<file path="src/rtl/caf_pkg.sv">
// ----------------------------------------------------------------------------
// caf_pkg
// Shared types and constants of the cell address formatter.
// ----------------------------------------------------------------------------
`default_nettype none

package caf_pkg;

  localparam int MAX_ROWS      = 1048576;
  localparam int MAX_COLS      = 16384;
  localparam int ALPHA         = 26;
  localparam int LETTER_BASE   = 64;
  localparam int THREE_LETTERS = 703;
  localparam int RADIX         = 10;
  localparam int DIGIT_BASE    = 48;

  localparam int IN_ROW_W = 24;
  localparam int IN_COL_W = 16;
  localparam int ROW_W    = 21;
  localparam int COL_W    = 15;
  localparam int CHAR_W   = 7;

  // source width shifted through both converters, one bit a cycle
  localparam int CONV_W = ROW_W;
  localparam int V_W    = 14;

  localparam int LET_DIGITS = 3;
  localparam int LET_W      = 5;
  localparam int DEC_DIGITS = 7;
  localparam int DEC_W      = 4;
  localparam int LET_VW     = LET_DIGITS * LET_W;
  localparam int DEC_VW     = DEC_DIGITS * DEC_W;
  localparam int NLET_W     = 2;
  localparam int NDEC_W     = 3;

  typedef struct packed {
    logic [IN_ROW_W-1:0] row_number;
    logic [IN_COL_W-1:0] column_number;
  } cell_t;

  typedef struct packed {
    logic [CHAR_W-1:0] address_char;
    logic              last_char;
    logic [ROW_W-1:0]  row_used;
    logic [COL_W-1:0]  column_used;
  } addr_t;

  typedef enum logic [2:0] {
    ST_IDLE,
    ST_PREP,
    ST_CONV,
    ST_LOAD,
    ST_EMIT
  } state_t;

  typedef struct packed {
    logic              load;
    logic [NLET_W-1:0] n_let;
    logic [NDEC_W-1:0] n_dec;
  } emit_ctrl_t;

endpackage

`default_nettype wire

</file>
<file path="src/rtl/cell_address_formatter.sv">
// Sequence: accept, a prep state, a conversion state (shifting in the row bits one
// at a time through the bit-serial converters), a load state, then one character
// per cycle while the output is not stalled. A new item is taken only once the
// last one has been emitted in full; an address is 2 to 10 characters long.
// A finished character waits in the output register while the next item is taken.
// Reset: synchronous, active high; clears the sequencer, counters and output valid.
// ----------------------------------------------------------------------------
// cell_address_formatter
// Clamps row and column, converts them bit-serially to base 26 and base 10
// and streams the A1-style address one character per beat.
// ----------------------------------------------------------------------------
`default_nettype none

module cell_address_formatter (
  input  wire logic           clk,
  input  wire logic           rst,
  input  wire logic           cell_valid,
  output logic                cell_ready,
  input  wire caf_pkg::cell_t cell_data,
  output logic                addr_valid,
  input  wire logic           addr_ready,
  output caf_pkg::addr_t      addr
);

  localparam int CNT_W = $clog2(caf_pkg::CONV_W);

  caf_pkg::state_t             state, state_next;
  logic [CNT_W-1:0]            cnt;
  logic [caf_pkg::ROW_W-1:0]   row_c;
  logic [caf_pkg::COL_W-1:0]   col_c;
  logic [caf_pkg::ROW_W-1:0]   row_clamp;
  logic [caf_pkg::COL_W-1:0]   col_clamp;
  logic [caf_pkg::V_W-1:0]     col_v;
  logic [caf_pkg::NLET_W-1:0]  n_let;
  logic [caf_pkg::NDEC_W-1:0]  n_dec;
  logic [caf_pkg::NLET_W-1:0]  n_let_r;
  logic [caf_pkg::NDEC_W-1:0]  n_dec_r;
  logic [caf_pkg::LET_VW-1:0]  letters;
  logic [caf_pkg::DEC_VW-1:0]  decimals;
  logic                        conv_start;
  logic                        conv_step;
  logic                        emit_active;
  caf_pkg::emit_ctrl_t         ctrl;

  // clamping of the incoming beat
  always_comb begin
    if (cell_data.row_number == '0) begin
      row_clamp = caf_pkg::ROW_W'(1);
    end else if (cell_data.row_number > caf_pkg::IN_ROW_W'(caf_pkg::MAX_ROWS)) begin
      row_clamp = caf_pkg::ROW_W'(caf_pkg::MAX_ROWS);
    end else begin
      row_clamp = cell_data.row_number[caf_pkg::ROW_W-1:0];
    end
    if (cell_data.column_number == '0) begin
      col_clamp = caf_pkg::COL_W'(1);
    end else if (cell_data.column_number > caf_pkg::IN_COL_W'(caf_pkg::MAX_COLS)) begin
      col_clamp = caf_pkg::COL_W'(caf_pkg::MAX_COLS);
    end else begin
      col_clamp = cell_data.column_number[caf_pkg::COL_W-1:0];
    end
  end

  // letter count, offset column and decimal digit count
  always_comb begin
    int p;
    if (col_c <= caf_pkg::COL_W'(caf_pkg::ALPHA)) begin
      n_let = caf_pkg::NLET_W'(1);
      col_v = caf_pkg::V_W'(col_c - caf_pkg::COL_W'(1));
    end else if (col_c < caf_pkg::COL_W'(caf_pkg::THREE_LETTERS)) begin
      n_let = caf_pkg::NLET_W'(2);
      col_v = caf_pkg::V_W'(col_c - caf_pkg::COL_W'(caf_pkg::ALPHA + 1));
    end else begin
      n_let = caf_pkg::NLET_W'(3);
      col_v = caf_pkg::V_W'(col_c - caf_pkg::COL_W'(caf_pkg::THREE_LETTERS));
    end
    n_dec = caf_pkg::NDEC_W'(1);
    p = caf_pkg::RADIX;
    for (int i = 1; i < caf_pkg::DEC_DIGITS; i++) begin
      if (row_c >= caf_pkg::ROW_W'(p)) begin
        n_dec = caf_pkg::NDEC_W'(i + 1);
      end
      p = p * caf_pkg::RADIX;
    end
  end

  always_ff @(posedge clk) begin
    if (rst) begin
      state <= caf_pkg::ST_IDLE;
      cnt   <= '0;
    end else begin
      state <= state_next;
      if (state == caf_pkg::ST_CONV) begin
        cnt <= cnt + CNT_W'(1);
      end else begin
        cnt <= '0;
      end
    end
  end

  always_ff @(posedge clk) begin
    if (cell_valid && cell_ready) begin
      row_c <= row_clamp;
      col_c <= col_clamp;
    end
    if (state == caf_pkg::ST_PREP) begin
      n_let_r <= n_let;
      n_dec_r <= n_dec;
    end
  end

  always_comb begin
    state_next = state;
    cell_ready = 1'b0;
    conv_start = 1'b0;
    conv_step  = 1'b0;
    ctrl.load  = 1'b0;
    ctrl.n_let = n_let_r;
    ctrl.n_dec = n_dec_r;
    unique case (state)
      caf_pkg::ST_IDLE: begin
        cell_ready = 1'b1;
        if (cell_valid) begin
          state_next = caf_pkg::ST_PREP;
        end
      end
      caf_pkg::ST_PREP: begin
        conv_start = 1'b1;
        state_next = caf_pkg::ST_CONV;
      end
      caf_pkg::ST_CONV: begin
        conv_step = 1'b1;
        if (cnt == CNT_W'(caf_pkg::CONV_W - 1)) begin
          state_next = caf_pkg::ST_LOAD;
        end
      end
      caf_pkg::ST_LOAD: begin
        ctrl.load  = 1'b1;
        state_next = caf_pkg::ST_EMIT;
      end
      caf_pkg::ST_EMIT: begin
        if (!emit_active) begin
          state_next = caf_pkg::ST_IDLE;
        end
      end
      default: begin
        state_next = caf_pkg::ST_IDLE;
      end
    endcase
  end

  caf_radix_conv #(
    .RADIX (caf_pkg::ALPHA),
    .NDIG  (caf_pkg::LET_DIGITS),
    .DW    (caf_pkg::LET_W),
    .IW    (caf_pkg::CONV_W)
  ) u_col_conv (
    .clk    (clk),
    .start  (conv_start),
    .step   (conv_step),
    .src    (caf_pkg::CONV_W'(col_v)),
    .digits (letters)
  );

  caf_radix_conv #(
    .RADIX (caf_pkg::RADIX),
    .NDIG  (caf_pkg::DEC_DIGITS),
    .DW    (caf_pkg::DEC_W),
    .IW    (caf_pkg::CONV_W)
  ) u_row_conv (
    .clk    (clk),
    .start  (conv_start),
    .step   (conv_step),
    .src    (caf_pkg::CONV_W'(row_c)),
    .digits (decimals)
  );

  caf_emit u_emit (
    .clk        (clk),
    .rst        (rst),
    .ctrl       (ctrl),
    .letters    (letters),
    .decimals   (decimals),
    .row_c      (row_c),
    .col_c      (col_c),
    .active     (emit_active),
    .addr_valid (addr_valid),
    .addr_ready (addr_ready),
    .addr       (addr)
  );

  a_one_in_flight: assert property (@(posedge clk) disable iff (rst)
    (cell_valid && cell_ready) |=> !cell_ready)
    else $error("input beat taken while an item is in flight");

  a_emit_in_state: assert property (@(posedge clk) disable iff (rst)
    emit_active |-> (state == caf_pkg::ST_EMIT))
    else $error("serialiser busy outside the emit phase");

  a_char_range: assert property (@(posedge clk) disable iff (rst)
    addr_valid |-> (addr.address_char >= caf_pkg::CHAR_W'(caf_pkg::DIGIT_BASE)) &&
                   (addr.address_char <= caf_pkg::CHAR_W'(caf_pkg::LETTER_BASE +
                                                          caf_pkg::ALPHA)))
    else $error("address character out of range");

  a_clamped: assert property (@(posedge clk) disable iff (rst)
    addr_valid |-> (addr.row_used != '0) && (addr.column_used != '0) &&
                   (addr.row_used <= caf_pkg::ROW_W'(caf_pkg::MAX_ROWS)) &&
                   (addr.column_used <= caf_pkg::COL_W'(caf_pkg::MAX_COLS)))
    else $error("row or column outside the sheet limits");

endmodule

`default_nettype wire

</file>
<file path="src/rtl/caf_radix_conv.sv">
// ----------------------------------------------------------------------------
// caf_radix_conv
// Bit-serial binary to radix-N converter: one source bit enters per cycle while
// step is high, MSB first, and rides a carry chain through the digit register.
// ----------------------------------------------------------------------------
`default_nettype none

module caf_radix_conv #(
  parameter int RADIX = caf_pkg::RADIX,
  parameter int NDIG  = caf_pkg::DEC_DIGITS,
  parameter int DW    = caf_pkg::DEC_W,
  parameter int IW    = caf_pkg::CONV_W
) (
  input  wire logic                 clk,
  input  wire logic                 start,
  input  wire logic                 step,
  input  wire logic [IW-1:0]        src,
  output logic      [NDIG*DW-1:0]   digits
);

  localparam logic [DW:0] RAD = (DW+1)'(RADIX);

  logic [IW-1:0]      sh;
  logic [NDIG*DW-1:0] digits_next;

  always_comb begin
    logic          carry;
    logic [DW:0]   t;
    carry = sh[IW-1];
    digits_next = '0;
    for (int i = 0; i < NDIG; i++) begin
      t = {digits[i*DW +: DW], carry};
      if (t >= RAD) begin
        t = t - RAD;
        carry = 1'b1;
      end else begin
        carry = 1'b0;
      end
      digits_next[i*DW +: DW] = t[DW-1:0];
    end
  end

  always_ff @(posedge clk) begin
    if (start) begin
      sh     <= src;
      digits <= '0;
    end else if (step) begin
      sh     <= sh << 1;
      digits <= digits_next;
    end
  end

endmodule

`default_nettype wire

</file>
<file path="src/rtl/caf_emit.sv">
// ----------------------------------------------------------------------------
// caf_emit
// Character serialiser: shifts letters then decimal digits out one per
// beat into an output register.
// ----------------------------------------------------------------------------
`default_nettype none

module caf_emit (
  input  wire logic                        clk,
  input  wire logic                        rst,
  input  wire caf_pkg::emit_ctrl_t         ctrl,
  input  wire logic [caf_pkg::LET_VW-1:0]  letters,
  input  wire logic [caf_pkg::DEC_VW-1:0]  decimals,
  input  wire logic [caf_pkg::ROW_W-1:0]   row_c,
  input  wire logic [caf_pkg::COL_W-1:0]   col_c,
  output logic                             active,
  output logic                             addr_valid,
  input  wire logic                        addr_ready,
  output caf_pkg::addr_t                   addr
);

  logic [caf_pkg::NLET_W-1:0] let_cnt;
  logic [caf_pkg::NDEC_W-1:0] dec_cnt;
  logic [caf_pkg::LET_VW-1:0] let_sh;
  logic [caf_pkg::DEC_VW-1:0] dec_sh;
  logic                       take;
  caf_pkg::addr_t             addr_next;

  always_comb begin
    active = (let_cnt != '0) || (dec_cnt != '0);
    take   = active && (!addr_valid || addr_ready);
    addr_next.row_used    = row_c;
    addr_next.column_used = col_c;
    addr_next.last_char   = (let_cnt == '0) && (dec_cnt == caf_pkg::NDEC_W'(1));
    if (let_cnt != '0) begin
      addr_next.address_char =
        caf_pkg::CHAR_W'(let_sh[caf_pkg::LET_VW-1 -: caf_pkg::LET_W]) +
        caf_pkg::CHAR_W'(caf_pkg::LETTER_BASE + 1);
    end else begin
      addr_next.address_char =
        caf_pkg::CHAR_W'(dec_sh[caf_pkg::DEC_VW-1 -: caf_pkg::DEC_W]) +
        caf_pkg::CHAR_W'(caf_pkg::DIGIT_BASE);
    end
  end

  always_ff @(posedge clk) begin
    if (rst) begin
      let_cnt    <= '0;
      dec_cnt    <= '0;
      addr_valid <= 1'b0;
    end else begin
      if (ctrl.load) begin
        let_cnt <= ctrl.n_let;
        dec_cnt <= ctrl.n_dec;
      end else if (take) begin
        if (let_cnt != '0) begin
          let_cnt <= let_cnt - caf_pkg::NLET_W'(1);
        end else begin
          dec_cnt <= dec_cnt - caf_pkg::NDEC_W'(1);
        end
      end
      if (take) begin
        addr_valid <= 1'b1;
      end else if (addr_ready) begin
        addr_valid <= 1'b0;
      end
    end
  end

  // leading digit aligned to the top of each shift register on load
  always_ff @(posedge clk) begin
    if (ctrl.load) begin
      let_sh <= letters << (caf_pkg::LET_W * (caf_pkg::LET_DIGITS - int'(ctrl.n_let)));
      dec_sh <= decimals << (caf_pkg::DEC_W * (caf_pkg::DEC_DIGITS - int'(ctrl.n_dec)));
    end else if (take) begin
      addr <= addr_next;
      if (let_cnt != '0) begin
        let_sh <= let_sh << caf_pkg::LET_W;
      end else begin
        dec_sh <= dec_sh << caf_pkg::DEC_W;
      end
    end
  end

endmodule

`default_nettype wire

</file>
<file path="config.mk">
export PLATFORM = sky130hd
export DESIGN_NAME = cell_address_formatter
export DESIGN_NICKNAME = d
export VERILOG_FILES = /design/src/rtl/caf_pkg.sv /design/src/rtl/cell_address_formatter.sv /design/src/rtl/caf_radix_conv.sv /design/src/rtl/caf_emit.sv
export SDC_FILE = /design/constraint.sdc
export NUM_CORES = 1
export LEC_CHECK = 0
export ABC_AREA = 1
export ABC_CLOCK_PERIOD_IN_PS = 4000
export BUFFER_PORTS_ARGS = -buffer_cell sky130_fd_sc_hd__buf_2
export CAP_MARGIN = 20
export CORE_MARGIN = 2
export CORE_UTILIZATION = 55
export DETAILED_ROUTE_END_ITERATION = 7
export GPL_TIMING_DRIVEN = 0
export PLACE_DENSITY_LB_ADDON = 0.1
export SLEW_MARGIN = 20
export SYNTH_ARGS = -nofsm -noshare
export SYNTH_HDL_FRONTEND = slang
export SYNTH_SLANG_ARGS = --single-unit
</file>
<file path="constraint.sdc">
create_clock -name clk -period 4 [get_ports clk]
set_input_delay 0.2 -clock clk [delete_from_list [all_inputs] [get_ports clk]]
set_output_delay 0.2 -clock clk [all_outputs]
set_load 0.01 [all_outputs]
</file>
==> results.py <==
metrics = {
    "status": {
        "status": "finished clean",
    },
    "sta": {
        "slew_violations": 0,
        "fin_crit_sh_pct": 77.1,
        "setup_slack_ns": 0.916,
        "period_needed_ns": 3.08,
        "setup_viol": 0,
        "rsz0062_at_grt": "false",
        "holdWs_ns": 0.00367,
        "slew_headroom_pct": 36.3,
        "tightest_slew_ns": 0.956,
        "max_freq_ghz": 0.324,
        "clock_skew_ns": 0.00723,
        "hold_violations": 0,
    },
    "power": {
        "power_density_nw_per_um2": 695,
        "p_leak_nw": 5.40,
        "ir_worst_vdd_mv": 0.686,
    },
    "grt": {
        "grt_pass1_wl_um": 41700,
        "grt_usage_pct": 24.0,
        "grt_max_degree": 45,
        "antenna_found_initial": 0,
        "grt_pass1_vias": 8527,
        "gr-total-overflow": 0,
    },
    "floorplanning": {
        "fp.coreArea_um2": 19500,
        "die_w_um": 145,
        "die-area_um2": 21000,
        "row_count": 51,
        "ios": 90,
        "initial_core_util_pct": 56.2,
        "die-height_um": 145,
    },
    "placed_design": {
        "dp.cells": 1570,
        "place_hpwl_um": 17900,
        "io_buffers": 89,
        "gp_congestion": 0.909,
        "pre_cts_ws_ns": 0.954,
    },
    "hold_path": {
        "hp-class": "in2reg",
    },
    "layout": {
        "layout.area.seq_um2": 6180,
        "final_common_cell": "nand2_1",
        "instances_no_fill": 1634,
        "multiInputGateArea_um2": 3950,
        "drive_gt1_share_pct": 12.8,
        "fin_util_pct": 65.5,
        "diodes": 0,
        "fin_nets": 1420,
        "final_cell_mix": "nand2_1, inv_1, edfxtp_1, o21ai_0, buf_2",
        "fillers": 1557,
        "areaGrowthSynthToFinish_pct": 16.6,
    },
    "synthesis": {
        "synth_flop_cell": "edfxtp_1",
        "syn_area_um2": 10900,
        "ys_seq_area_share_pct": 56.5,
        "synth.distinct_cells": 48,
        "synth-edff-count": 163,
        "syn_inst": 1213,
        "syn_avg_cell_area_um2": 9.01,
        "syn-num-nets": 1282,
        "synth-async-reset-ratio_pct": 0,
        "synth-seq-cells": 227,
        "synth_warnings": 0,
    },
    "critical_path": {
        "critical_path_arrival_ns": 3.34,
        "critPathRequiredTime_ns": 4.26,
        "worstPathMaxFanout": 7,
        "critPathKind": "reg2reg",
        "start_kind": "register",
        "endpoint_kind": "register",
    },
    "clock_network": {
        "htreeDepth": 1,
        "cts_buffers": 24,
        "path_clk_slew_ns": 0.06,
        "cts_sinks": 227,
        "cts_tree": "built",
        "cts_root_buf": "clkbuf_16",
        "worstSkewPairLatency_ns": 0.51,
        "clockBufferDepth": 3,
        "ctsResizeCount": 0,
    },
    "detailed_routing": {
        "drcViolationCount": 0,
        "drtPass1Iterations": 5,
        "dr_total_vias": 8813,
        "ant_nets": 0,
        "wire_per_inst_um": 15.5,
        "first_iter_violations": 726,
        "vias_per_cell": 5.39,
        "routed_wl_um": 25400,
    },
    "job": {
        "cap_violations": 0,
    },
}
kinds of logic after synthesis:
logic type                 count (synthesis)  synth area share [%]
xor gates and xnor gates                  14                  1.12
buffers and inverters                    213                  7.50
and+or+nand+nor                          460                  17.9
adders and majority gates                 25                  2.93
AOI/OAI and AO/OA                        273                  14.0
DFF                                      227                  56.5
muxes                                      1                0.0916
synth_stat cells, types with 12 or more instances:
library cell	n	area share [%]
ha_1	24	2.7
nor2_1	99	3.4
o21ai_0	129	5.9
nand3_1	42	1.9
buf_2	16	0.73
clkbuf_1	26	0.89
o211ai_1	15	1.0
xor2_1	12	0.96
inv_1	167	5.7
edfxtp_1	163	45
a21oi_1	78	3.6
dfxtp_1	64	12
nand2_1	259	8.9
nor3_1	16	0.73
through the flow:
step	TNS (ns)	instance area (um2)	power, mW
finish	0	12700	8.86
global route	0	12700	9.43
CTS	0	12700	8.89
detailed placement	0	11800	6.68
global placement	-9.88	11700	6.59
floorplan	0	10900	5.74
area by class of cell:
cell class,instances,area share (%)
clock inverters,12,0.658
well taps,265,2.60
flip-flops and latches,227,48.4
plain buffers,42,1.39
clock buffers,32,5.38
repair buffers,112,5.50
multi-input cells,773,31.0
inverters,171,5.03
power breakdown:
part	switching, mW	internal, mW	leakage [nW]
combinational	1.74	0.896	2.92
clock	0.890	1.27	0.391
sequential	0.439	3.63	2.09
final timing paths:
| check | cells after the start | from | slack [ns] | to |
|---|---|---|---|---|
| worst max-delay path | 13 | col_c[10] | 0.92 | u_col_conv.sh[13] |
| worst min-delay path | 3 | cell_data[21] | 0.004 | row_c[5] |
| worst max register to register | 13 | col_c[10] | 0.92 | u_col_conv.sh[13] |
| worst min register to register | 1 | cnt[0] | 0.46 | cnt[0] |
routing by layer:
| metal | wire [um] | GRT usage (%) | vias up |
|---|---|---|---|
| li1 | - | - | 4392 |
| met1 | 11300 | 31.8 | 4098 |
| met2 | 12000 | 41.4 | 283 |
| met3 | 1470 | 3.46 | 40 |
| met4 | 605 | 6.58 | 0 |
| met5 | 0 | 0 | - |
state kept, by name, indices dropped and copies added (netlist names):
register and count:
cnt 5, col_c 15, n_dec_r 3, n_let_r 2, row_c 21, state 3, u_col_conv.digits 15, u_col_conv.sh 21
u_emit.addr 44, u_emit.addr_valid 1, u_emit.dec_cnt 3, u_emit.dec_sh 28, u_emit.let_cnt 2, u_emit.let_sh 15, u_row_conv.digits 28, u_row_conv.sh 21
worst max-delay path: stages (launching register included):
cell and delay, ns:
edfxtp_1 0.52, nor4_1 0.32, inv_1 0.09, a21oi_1 0.42, ha_1 0.38, a21oi_1 0.16
nand2_1 0.11, nand2_1 0.10, nand2_1 0.05, a21oi_1 0.22, nand3b_1 0.18, nand3_1 0.08
nand3_1 0.14, nand2_1 0.07
what timing repair did:
item,4_1_cts,5_1_grt
endpoints found under the setup margin,0,0
hold buffers,20,0
buffers inserted,0,0
endpoints found under the hold margin,23,0
No activity file was read; power rests on OpenSTA's default activity.
